File: config.mk
export PLATFORM = sky130hd
export DESIGN_NAME = noc_output_buffer_ack_priority
export DESIGN_NICKNAME = d
export VERILOG_FILES = /design/src/design/nobap_pkg.sv /design/src/design/nobap_cmd_queue.sv /design/src/design/nobap_engine.sv /design/src/design/noc_output_buffer_ack_priority.sv
export SDC_FILE = /design/constraint.sdc
export NUM_CORES = 2
export LEC_CHECK = 0
export BUFFER_PORTS_ARGS = -buffer_cell sky130_fd_sc_hd__buf_2
export CAP_MARGIN = 20
export CORE_MARGIN = 2
export CORE_UTILIZATION = 35
export CTS_CLUSTER_DIAMETER = 150
export CTS_CLUSTER_SIZE = 10
export DETAILED_ROUTE_END_ITERATION = 16
export PLACE_DENSITY = 0.55
export SETUP_SLACK_MARGIN = 0.5
export SYNTH_ARGS = -nofsm -noshare
export SYNTH_HDL_FRONTEND = slang
export SYNTH_SLANG_ARGS = --single-unit
export TNS_END_PERCENT = 30
File: constraint.sdc
create_clock -name clk -period 7.3 [get_ports clk]
set_clock_uncertainty 0.1 [all_clocks]
set_input_delay 1.825 -clock clk [delete_from_list [all_inputs] [get_ports clk]]
set_output_delay 1.825 -clock clk [all_outputs]
set_load 0.1 [all_outputs]
File: src/design/nobap_pkg.sv
// package for the noc output buffer with ack priority
// shared command, kind and mode codes and depth defaults; no dependencies
`default_nettype none
package nobap_pkg;
  localparam int FLIT_DEPTH_DEF = 64;
  localparam int ACK_DEPTH_DEF = 16;

  typedef enum logic [1:0] {
    CMD_FLIT = 2'd0,
    CMD_ACK  = 2'd1,
    CMD_NACK = 2'd2,
    CMD_POP  = 2'd3
  } cmd_t;

  typedef enum logic [1:0] {
    KIND_NONE = 2'd0,
    KIND_FLIT = 2'd1,
    KIND_ACK  = 2'd2,
    KIND_NACK = 2'd3
  } kind_t;

  localparam logic [1:0] MODE_BLOCK    = 2'd0;
  localparam logic [1:0] MODE_PRESERVE = 2'd1;
  localparam logic [1:0] MODE_DISCARD  = 2'd2;

  typedef struct packed {
    logic [1:0]  command;
    logic [15:0] pkt_id;
    logic        is_head;
    logic        is_tail;
    logic [31:0] payload;
  } cmd_word_t;

  typedef struct packed {
    logic        both_idle;
    logic        push_dropped;
    logic        overflow;
    logic [1:0]  kind;
    logic [15:0] pkt_id;
    logic        is_head;
    logic        is_tail;
    logic [31:0] payload;
    logic        packet_ended;
    logic        flit_discarded;
  } res_word_t;
endpackage
`default_nettype wire

File: src/design/nobap_cmd_queue.sv
// front part: two-entry command queue between port and engine
// depends on nobap_pkg
`default_nettype none
module nobap_cmd_queue
  import nobap_pkg::*;
(
  input  wire logic      clk,
  input  wire logic      rst_n,
  input  wire logic      wr_en,
  input  wire cmd_word_t wr_data,
  output logic           full,
  output logic           avail,
  input  wire logic      rd_en,
  output cmd_word_t      rd_data
);
  cmd_word_t  mem_r [2];
  logic       wp_r, rp_r;
  logic [1:0] cnt_r;

  assign full    = cnt_r == 2'd2;
  assign avail   = cnt_r != 2'd0;
  assign rd_data = mem_r[rp_r];

  always_ff @(posedge clk) begin
    if (wr_en) begin
      mem_r[wp_r] <= wr_data;
    end
    if (!rst_n) begin
      wp_r  <= 1'b0;
      rp_r  <= 1'b0;
      cnt_r <= 2'd0;
    end else begin
      if (wr_en) wp_r <= ~wp_r;
      if (rd_en) rp_r <= ~rp_r;
      cnt_r <= cnt_r + {1'b0, wr_en} - {1'b0, rd_en};
    end
  end

  assert property (@(posedge clk) disable iff (!rst_n) full |-> !wr_en)
    else $error("write into full command queue");
  assert property (@(posedge clk) disable iff (!rst_n) !avail |-> !rd_en)
    else $error("read from empty command queue");
  assert property (@(posedge clk) disable iff (!rst_n) cnt_r != 2'd3)
    else $error("command queue count out of range");
endmodule
`default_nettype wire

File: src/design/nobap_engine.sv
// back part: flit and ack fifos, dedup scan, pop arbitration, result register
// depends on nobap_pkg
`default_nettype none
module nobap_engine
  import nobap_pkg::*;
#(
  parameter int FLIT_DEPTH = FLIT_DEPTH_DEF,
  parameter int ACK_DEPTH  = ACK_DEPTH_DEF
) (
  input  wire logic      clk,
  input  wire logic      rst_n,
  input  wire logic [1:0] pop_mode,
  input  wire logic      cmd_avail,
  input  wire cmd_word_t cmd,
  output logic           cmd_take,
  output logic           res_valid,
  output res_word_t      res,
  input  wire logic      res_take
);
  localparam int FW = (FLIT_DEPTH > 1) ? $clog2(FLIT_DEPTH) : 1;
  localparam int AW = (ACK_DEPTH > 1) ? $clog2(ACK_DEPTH) : 1;
  localparam int FCW = $clog2(FLIT_DEPTH + 1);
  localparam int ACW = $clog2(ACK_DEPTH + 1);

  typedef struct packed {
    logic [15:0] id;
    logic        head;
    logic        tail;
    logic [31:0] payload;
  } flit_t;
  typedef struct packed {
    logic [15:0] id;
    logic        nack;
  } ack_t;

  typedef enum logic [2:0] {S_IDLE, S_SCAN, S_DISC, S_READ, S_DONE} state_t;

  flit_t fmem [FLIT_DEPTH];
  ack_t  amem [ACK_DEPTH];
  flit_t fq_r;
  ack_t  aq_r;
  logic [FW-1:0]  frp_r;
  logic [FCW-1:0] fcnt_r;
  logic [AW-1:0]  arp_r;
  logic [ACW-1:0] acnt_r;
  logic           intx_r;
  state_t         st_r;
  cmd_word_t      c_r;
  logic [ACW-1:0] si_r;
  logic           sack_r;
  res_word_t      res_r;
  logic           rv_r;

  logic [FW-1:0] fwa, fra;
  logic [AW-1:0] awa, ara;
  logic          fwe, awe;
  logic [FW:0]   fsum;
  logic [AW:0]   asum;
  logic          scan_hit;
  res_word_t     res_init;

  always_comb begin
    fsum = {1'b0, frp_r} + FW'(fcnt_r);
    asum = {1'b0, arp_r} + AW'(acnt_r);
    if (FLIT_DEPTH == (1 << FW)) fwa = fsum[FW-1:0];
    else fwa = (fsum >= (FW+1)'(FLIT_DEPTH)) ? FW'(fsum - (FW+1)'(FLIT_DEPTH)) : fsum[FW-1:0];
    if (ACK_DEPTH == (1 << AW) && ACK_DEPTH > 1) awa = asum[AW-1:0];
    else if (ACK_DEPTH == 1) awa = '0;
    else awa = (asum >= (AW+1)'(ACK_DEPTH)) ? AW'(asum - (AW+1)'(ACK_DEPTH)) : asum[AW-1:0];
    fra = frp_r;
    ara = arp_r;
    if (st_r == S_SCAN) begin
      asum = {1'b0, arp_r} + AW'(si_r);
      if (ACK_DEPTH == 1) ara = '0;
      else if (ACK_DEPTH == (1 << AW)) ara = asum[AW-1:0];
      else ara = (asum >= (AW+1)'(ACK_DEPTH)) ? AW'(asum - (AW+1)'(ACK_DEPTH)) : asum[AW-1:0];
    end
    // aq_r holds the entry one behind the scan index
    scan_hit = st_r == S_SCAN && si_r != '0 && aq_r.id == c_r.pkt_id
               && aq_r.nack == (c_r.command == CMD_NACK);
    res_init = '0;
    res_init.both_idle = cmd.command != CMD_POP && fcnt_r == '0 && acnt_r == '0;
    if (cmd.command == CMD_FLIT && fcnt_r >= FCW'(FLIT_DEPTH)) begin
      res_init.push_dropped = 1'b1;
      res_init.overflow     = 1'b1;
    end
    fwe = 1'b0;
    awe = 1'b0;
    if (st_r == S_IDLE && cmd_avail && !rv_r && cmd.command == CMD_FLIT
        && fcnt_r < FCW'(FLIT_DEPTH)) fwe = 1'b1;
    if (st_r == S_SCAN && (si_r >= acnt_r) && !scan_hit && acnt_r < ACW'(ACK_DEPTH))
      awe = 1'b1;
  end

  function automatic logic [FW-1:0] finc(logic [FW-1:0] p);
    if (FLIT_DEPTH == (1 << FW)) return p + 1'b1;
    return (p == FW'(FLIT_DEPTH - 1)) ? '0 : p + 1'b1;
  endfunction
  function automatic logic [AW-1:0] ainc(logic [AW-1:0] p);
    if (ACK_DEPTH == 1) return '0;
    if (ACK_DEPTH == (1 << AW)) return p + 1'b1;
    return (p == AW'(ACK_DEPTH - 1)) ? '0 : p + 1'b1;
  endfunction

  always_ff @(posedge clk) begin
    if (fwe) fmem[fwa] <= '{cmd.pkt_id, cmd.is_head, cmd.is_tail, cmd.payload};
    if (awe) amem[awa] <= '{c_r.pkt_id, c_r.command == CMD_NACK};
    fq_r <= fmem[fra];
    aq_r <= amem[ara];
  end

  assign cmd_take  = st_r == S_IDLE && cmd_avail && !rv_r;
  assign res_valid = rv_r;
  assign res       = res_r;

  always_ff @(posedge clk) begin
    if (!rst_n) begin
      st_r   <= S_IDLE;
      frp_r  <= '0;
      fcnt_r <= '0;
      arp_r  <= '0;
      acnt_r <= '0;
      intx_r <= 1'b0;
      rv_r   <= 1'b0;
    end else begin
      if (rv_r && res_take) rv_r <= 1'b0;
      case (st_r)
        S_IDLE: begin
          if (cmd_take) begin
            c_r   <= cmd;
            res_r <= res_init;
            si_r  <= '0;
            case (cmd.command)
              CMD_FLIT: begin
                if (fcnt_r < FCW'(FLIT_DEPTH)) fcnt_r <= fcnt_r + 1'b1;
                rv_r <= 1'b1;
              end
              CMD_ACK, CMD_NACK: begin
                st_r <= S_SCAN;
              end
              default: begin
                if (pop_mode == MODE_PRESERVE) sack_r <= acnt_r != '0;
                else if (pop_mode == MODE_DISCARD) sack_r <= acnt_r != '0;
                else sack_r <= acnt_r != '0 && !intx_r;
                st_r <= (pop_mode == MODE_DISCARD && acnt_r != '0 && intx_r
                         && fcnt_r != '0) ? S_DISC : S_READ;
              end
            endcase
          end
        end
        S_SCAN: begin
          // one entry compared per cycle; last step writes or drops
          if (scan_hit) begin
            res_r.push_dropped <= 1'b1;
            rv_r <= 1'b1;
            st_r <= S_IDLE;
          end else if (si_r >= acnt_r) begin
            if (acnt_r >= ACW'(ACK_DEPTH)) begin
              res_r.push_dropped <= 1'b1;
              res_r.overflow     <= 1'b1;
            end else acnt_r <= acnt_r + 1'b1;
            rv_r <= 1'b1;
            st_r <= S_IDLE;
          end else si_r <= si_r + 1'b1;
        end
        S_DISC: begin
          frp_r  <= finc(frp_r);
          fcnt_r <= fcnt_r - 1'b1;
          res_r.flit_discarded <= 1'b1;
          if (fq_r.tail) begin
            intx_r <= 1'b0;
            res_r.packet_ended <= 1'b1;
          end
          st_r <= S_READ;
        end
        S_READ: st_r <= S_DONE;
        S_DONE: begin
          if (sack_r) begin
            arp_r  <= ainc(arp_r);
            acnt_r <= acnt_r - 1'b1;
            res_r.kind   <= aq_r.nack ? KIND_NACK : KIND_ACK;
            res_r.pkt_id <= aq_r.id;
          end else if (fcnt_r != '0) begin
            frp_r  <= finc(frp_r);
            fcnt_r <= fcnt_r - 1'b1;
            res_r.kind      <= KIND_FLIT;
            res_r.pkt_id    <= fq_r.id;
            res_r.is_head   <= fq_r.head;
            res_r.is_tail   <= fq_r.tail;
            res_r.payload   <= fq_r.payload;
            if (fq_r.tail) begin
              intx_r <= 1'b0;
              res_r.packet_ended <= 1'b1;
            end else if (fq_r.head) intx_r <= 1'b1;
          end
          rv_r <= 1'b1;
          st_r <= S_IDLE;
        end
        default: st_r <= S_IDLE;
      endcase
    end
  end

  assert property (@(posedge clk) disable iff (!rst_n) fcnt_r <= FCW'(FLIT_DEPTH))
    else $error("flit count beyond depth");
  assert property (@(posedge clk) disable iff (!rst_n) acnt_r <= ACW'(ACK_DEPTH))
    else $error("ack count beyond depth");
  assert property (@(posedge clk) disable iff (!rst_n)
    st_r == S_DISC |=> res_r.flit_discarded)
    else $error("discard not flagged");
  assert property (@(posedge clk) disable iff (!rst_n) rv_r |-> !cmd_take)
    else $error("command taken while result pending");
endmodule
`default_nettype wire

File: src/design/noc_output_buffer_ack_priority.sv
// top level of the noc output buffer with ack priority
// depends on nobap_pkg, nobap_cmd_queue, nobap_engine
//
// input channel: push/full; commands push a flit, push an ack or nack, or pop.
// a two-entry command queue takes words while the engine works.
// result channel: empty/pop; one result word per command, in order.
// cfg channel: valid/ready, writes pop_mode; ready is always high.
// a flit push writes the flit fifo directly; an ack/nack push runs the dedup
// scan that compares one stored ack per cycle; a pop passes S_READ and S_DONE,
// after S_DISC when a flit is discarded, for the registered fifo memory read.
// a command is started only once the previous result has been popped, so a
// stalled receiver holds the engine and the command queue fills and raises full.
// reset clears counts, pointers, in-transmission flag and pop_mode; fifo
// contents are not cleared and need no clearing pass.
`default_nettype none
module noc_output_buffer_ack_priority
  import nobap_pkg::*;
#(
  parameter int FLIT_DEPTH = FLIT_DEPTH_DEF,
  parameter int ACK_DEPTH  = ACK_DEPTH_DEF
) (
  input  wire logic        clk,
  input  wire logic        rst_n,
  input  wire logic        push,
  output logic             full,
  input  wire logic [1:0]  in_command,
  input  wire logic [15:0] in_pkt_id,
  input  wire logic        in_flit_is_head,
  input  wire logic        in_flit_is_tail,
  input  wire logic [31:0] in_flit_payload,
  output logic             empty,
  input  wire logic        pop,
  output logic             out_both_idle,
  output logic             out_push_dropped,
  output logic             out_overflow,
  output logic [1:0]       out_out_kind,
  output logic [15:0]      out_out_pkt_id,
  output logic             out_out_is_head,
  output logic             out_out_is_tail,
  output logic [31:0]      out_out_payload,
  output logic             out_packet_ended,
  output logic             out_flit_discarded,
  input  wire logic        cfg_valid,
  output logic             cfg_ready,
  input  wire logic [1:0]  cfg_pop_mode
);
  logic [1:0] mode_r;
  cmd_word_t  qd;
  logic       avail, take, rv;
  res_word_t  rs;

  assign cfg_ready = 1'b1;
  always_ff @(posedge clk) begin
    if (!rst_n) mode_r <= MODE_BLOCK;
    else if (cfg_valid) mode_r <= cfg_pop_mode;
  end

  nobap_cmd_queue u_q (
    .clk, .rst_n,
    .wr_en   (push && !full),
    .wr_data ('{in_command, in_pkt_id, in_flit_is_head, in_flit_is_tail,
                in_flit_payload}),
    .full,
    .avail,
    .rd_en   (take),
    .rd_data (qd)
  );

  nobap_engine #(.FLIT_DEPTH(FLIT_DEPTH), .ACK_DEPTH(ACK_DEPTH)) u_eng (
    .clk, .rst_n,
    .pop_mode  (mode_r),
    .cmd_avail (avail),
    .cmd       (qd),
    .cmd_take  (take),
    .res_valid (rv),
    .res       (rs),
    .res_take  (pop)
  );

  assign empty              = !rv;
  assign out_both_idle      = rs.both_idle;
  assign out_push_dropped   = rs.push_dropped;
  assign out_overflow       = rs.overflow;
  assign out_out_kind       = rs.kind;
  assign out_out_pkt_id     = rs.pkt_id;
  assign out_out_is_head    = rs.is_head;
  assign out_out_is_tail    = rs.is_tail;
  assign out_out_payload    = rs.payload;
  assign out_packet_ended   = rs.packet_ended;
  assign out_flit_discarded = rs.flit_discarded;
endmodule
`default_nettype wire
# Word level (Yosys, flattened, before mapping)
# Memory sizes are Yosys's and may differ from the RTL's. A register that Yosys moved wholly into a read port is not among the register bits.
# Cells that the tools add are included.
# W data, S select, Z words.
[totals]
mem_count = 3
wordCells = 212
ram_bits = 3576
register_bits = 114
out_inout_bits = 60
input_bits = 59
[mem_list]
columns = ["name", "words", "word_bits", "read_ports", "rd_ports_with_merged_regs", "write_ports", "line_no", "text"]
rows = [
  ["u_eng.fmem", 64, 50, 1, 1, 1, "nobap_engine.sv:38", "flit_t fmem [FLIT_DEPTH];"],
  ["u_eng.amem", 16, 17, 1, 1, 1, "nobap_engine.sv:39", "ack_t amem [ACK_DEPTH];"],
  ["u_q.mem_r", 2, 52, 1, 1, 1, "nobap_cmd_queue.sv:16", "cmd_word_t mem_r [2];"],
]
[op_classes]
magnitude_cmp = 5
add_sub_neg = 12
n_reduce_logical = 54
mux = 78
n_eq_ne = 32
n_bitwise = 3
[op_table]
columns = ["operator", "count"]
rows = [
  ["$pmux W52 S2", 1],
  ["$mux W56", 1],
  ["$mux W53", 1],
  ["$mux W1", 36],
  ["$mux W35", 1],
  ["$mux W5", 7],
  ["$mux W7", 5],
  ["$mux W6", 5],
  ["$reduce_and A5 Y1", 6],
  ["$pmux W7 S3", 1],
  ["$ne A2 B2 Y1 const B", 10],
  ["$pmux W5 S2", 2],
  ["$logic_and A1 B1 Y1", 19],
  ["$mux W18", 1],
  ["$eq A16 B16 Y1", 1],
  ["$mux W4", 3],
  ["$pmux W3 S4", 1],
  ["$pmux W6 S2", 1],
  ["$reduce_and A3 Y1", 4],
  ["$reduce_and A6 Y1", 2],
  ["$reduce_bool A2 Y1", 6],
  ["$add A5 B1 Y5 const B", 2],
  ["$reduce_bool A5 Y1", 2],
  ["$mux W3", 3],
  ["other kinds (42)", 63],
]

# Longest topological paths before layout
[logic_depth]
depth_word = 10
mapped_depth = 13
mapped_depth_nobuf = 9

# Hierarchy
# From an unflattened synthesis, not the netlist that was laid out.
[hier_totals]
cells_unflattened = 6454
hier_area_um2 = 143417.5
[by_module_without_submodules]
columns = ["mod", "n_inst", "cells_per_inst", "area_per_inst_um2", "seq_area_each_um2"]
rows = [
  ["nobap_engine", 1, 6261, 139088.4, 108574.1],
  ["nobap_cmd_queue", 1, 183, 4235.3, 3223.1],
  ["noc_output_buffer_ack_priority", 1, 10, 93.8, 40.0],
]

# Worst setup path after synthesis
# OpenSTA, ideal clock, no wires.
[synth_path]
kind = "input to register"
start = "input rst_n"
end = "register u_eng.res_r (netlist bit u_eng.res[10]), enable pin"
t_arrival_ps = 5580
required_time_ps = 6678
cell_stages = 2
path_slack_ps = 1098
path_buffers = 0
setup_time_ps = 522
path_cell_list = "o21ai_0 nor4b_1"
[synth_between]
elab_chain_len = 1
[synth_lines]
columns = ["item", "line_no", "text"]
rows = [
  ["start: declaration", "noc_output_buffer_ack_priority.sv:23", "input wire logic rst_n,"],
  ["$reduce_and A5 Y1 (no line)", "--", ""],
  ["end signal: assignment", "nobap_engine.sv:131", "res_r <= res_init;"],
  ["end: declaration", "nobap_engine.sv:51", "res_word_t res_r;"],
]
# Every way passes these cells.
# A chain may end at the register's enable or synchronous reset.

==> metrics.md <==
| Metric | Value |
|---|---|
| Run status | `completed` |
| Sequential cell area fraction in the yosys report | `0.782` |
| Area of the mapped netlist | `143000 µm²` |
| Number of routed nets with antenna violations | `0` |
| Largest area contributor in the synthesized netlist | `sky130_fd_sc_hd__edfxtp_1` |
| Horizontal extent of the die | `643 µm` |
| CTS clock-pin slew for the worst setup and hold paths | `0.06 ns` |
| Synthesized instance count | `6429` |
| Clock tree from TritonCTS | `yes` |
| I/O Buffers | `117` |
| Max-slew violation count | `0` |
| Starting density of the core | `0.352` |
| RSZ-0062 raised after global routing | `no` |
| Final setup TNS | `0 ns` |
| Number of cells upsized or downsized after cts | `0` |
| Required @ worst endpoint | `7.79 ns` |
| Via count of the first global-routing pass | `69800` |
| Setup ws final | `2.35 ns` |
| Final weighted congestion in routability-driven placement | `0.798` |
| Place WS | `2.37 ns` |
| Mean post-synth cell area | `22.2 µm²` |
| Count of flip-flops with a built-in enable after synthesis | `3657` |
| Number of CTS-inserted buffers | `414` |
| Synth async-reset ratio | `0` |
| Clock insertion delay at the later pin of the skew report | `0.98 ns` |
| Total wire length | `414000 µm` |
| Slew headroom | `0.185` |
| Synth Net Count | `6526` |
| Post-synthesis to final-layout area growth | `14.4%` |
| Die height | `643 µm` |
| Buffer count from post-CTS setup fixing | `0` |
| Synth Register Bits | `3758` |
| Maximum Capacitance Violations | `0` |
| Number of detailed-routing iterations run before antenna repair | `5` |
| Category of the most critical setup path | `register to register` |
| Gr ovfl total | `0` |
| Cell types occupying the most area after synthesis | `sky130_fd_sc_hd__edfxtp_1, sky130_fd_sc_hd__mux4_2, sky130_fd_sc_hd__mux2i_1` |
| Shortest period the worst path allows | `4.95 ns` |
| Cell leakage power | `0.0494 µW` |
| Global-route wire length before repair | `571000 µm` |
| Die Area | `414000 µm²` |
| Type of destination of the critical path | `register` |
| Hold buffer count at cts | `0` |
| Final critical-path share of the clock period | `0.678` |
| Hold Violations, Final | `0` |
| Maximum fanout along the worst path | `24` |
| Post-detailed-route via-to-cell ratio | `5.58` |
| Synthesis Warnings | `0` |
| Floorplan row count | `234` |
| Worst hold margin | `0.435 ns` |
| Worst min path class | `register to register` |
| Sink Count | `3758` |
| Pin count of the biggest net entering global routing | `121` |
| Critical path data arrival time | `5.44 ns` |
| Synth cell types | `66` |
| Count of vias placed by the detailed router | `69900` |
| Pwr Density | `337 nW/µm²` |
| Starting DRT DRC Count | `9784` |
| Largest vdd supply drop | `282 µV` |
| Synth top area share | `0.768` |
| Nature of the critical path startpoint | `register` |
| Root cell of the clock tree | `sky130_fd_sc_hd__clkbuf_16` |
| Routed WL per cell | `33.0 µm` |
| HPWL reported at the end of detailed placement | `241000 µm` |
| Primary flip-flop cell chosen by synthesis mapping | `sky130_fd_sc_hd__edfxtp_1` |
| Max frequency | `202 MHz` |
| Fraction of final layout cells with drive strength greater than 1 | `0.263` |
| Std-Cell Core Area | `406000 µm²` |
| Clock Tree Buf Depth | `4` |
| Boundary pin count | `119` |
| H-tree Lvls | `5` |
| Post-detailed-route DRC marker count | `0` |
| Antenna violations before repair | `41` |
| Finish-stage setup viols | `0` |
| GRT Total Usage | `0.196` |
| Slew at the pin with the worst max-slew slack | `1.22 ns` |
| Total number of nets in the final design | `6969` |
## metal layers
| layer | global-route usage | routed length [µm] | vias up |
|---|---|---|---|
| met3 | 0.0302 | 33900 | 533 |
| met2 | 0.318 | 198000 | 3309 |
| met1 | 0.277 | 171000 | 38200 |
| met4 | 0.0515 | 10900 | 12 |
| met5 | 0 | 68 | - |
| li1 | - | - | 27900 |
## path summary, 6_finish.rpt
path           startpoint            endpoint  slack (ns)  depth (start not counted)
min          u_eng.intx_r        u_eng.intx_r        0.43                          2
min reg2reg  u_eng.intx_r        u_eng.intx_r        0.43                          2
max              register  u_eng.fmem[61][15]        2.35                          8
max reg2reg      register  u_eng.fmem[61][15]        2.35                          8
## logic make-up after synthesis
group,count (synthesis),share of synthesized area
flops,3758,0.782
mux,1157,0.159
fa+ha+maj,38,0.00359
xor+xnor,54,0.00331
simple gates,625,0.0202
buf+inv,366,0.0114
compound gates,430,0.0201
other cells,1,0.0000262
## metrics by stage
step / utilization / instances / area [µm²] / total power, µW
floorplan: - / 6429 / 143000 / 32900
global placement: 0.374 / 11900 / 152000 / 36900
detailed placement: 0.374 / 11900 / 152000 / 37100
CTS: 0.402 / 12500 / 163000 / 55700
global route: 0.402 / 12500 / 163000 / 56800
finish: 0.402 / 12500 / 164000 / 55100
## sequential cells by signal (all words and copies together), names as in the netlist, 2 cells and up, named ones only
signal        flops
u_eng.fra         6
u_eng.fcnt_r      7
u_eng.fq_r       50
u_eng.aq_r       17
u_eng.c_r        18
u_eng.st_r        3
u_eng.si_r        5
u_q.mem_r       104
u_eng.fmem     3200
u_eng.acnt_r      5
u_eng.res        57
mode_r            2
u_eng.amem      272
u_eng.arp_r       4
u_q.cnt_r         2
## final cells by class
| type | instances | area [µm²] |
|---|---|---|
| Sequential cell | 3758 | 112000 |
| Clock buffer | 591 | 11100 |
| Clock inverter | 27 | 468 |
| Fill cell | 35800 | 243000 |
| Tap cell | 5428 | 6790 |
| Antenna cell | 28 | 70.1 |
| Inverter | 29 | 109 |
| Multi-Input combinational cell | 2305 | 30300 |
| Timing Repair Buffer | 364 | 2860 |
## placed cells by master (no fill, tap or decap), types with 79 or more instances in the layout
master,n
sky130_fd_sc_hd__mux4_2,885
sky130_fd_sc_hd__a21oi_1,86
sky130_fd_sc_hd__dfxtp_1,93
sky130_fd_sc_hd__clkbuf_16,416
sky130_fd_sc_hd__clkbuf_1,175
sky130_fd_sc_hd__edfxtp_1,3657
sky130_fd_sc_hd__mux2i_1,211
sky130_fd_sc_hd__nand3_1,82
sky130_fd_sc_hd__o21ai_0,79
sky130_fd_sc_hd__buf_2,118
sky130_fd_sc_hd__buf_4,209
sky130_fd_sc_hd__nand2_1,227
## worst max-delay path, cell delays in order, from the launching register on
cell and delay [ns]:
sky130_fd_sc_hd__dfxtp_4 0.58, sky130_fd_sc_hd__mux2i_1 0.32, sky130_fd_sc_hd__ha_1 0.30, sky130_fd_sc_hd__inv_1 0.07
sky130_fd_sc_hd__or4_4 0.62, sky130_fd_sc_hd__nor2_1 0.36, sky130_fd_sc_hd__nand3_2 0.72, sky130_fd_sc_hd__nor2_4 0.93
sky130_fd_sc_hd__buf_4 0.54
## cell usage after synthesis (all sizes together), types with 39 or more instances
library cell and count:
o22ai 40, buf 174, mux2 59, dfxtp 101
nor2 144, mux2i 213, a22oi 39, edfxtp 3657
o21ai 101, nand3 86, a21oi 86, clkbuf 163
mux4 885, nand2 228
## report_power, final
group | switching, µW | internal (µW)
sequential | 560 | 26100
combinational | 6670 | 3080
clock | 8190 | 10400
Power figures use the tool's default switching activity.
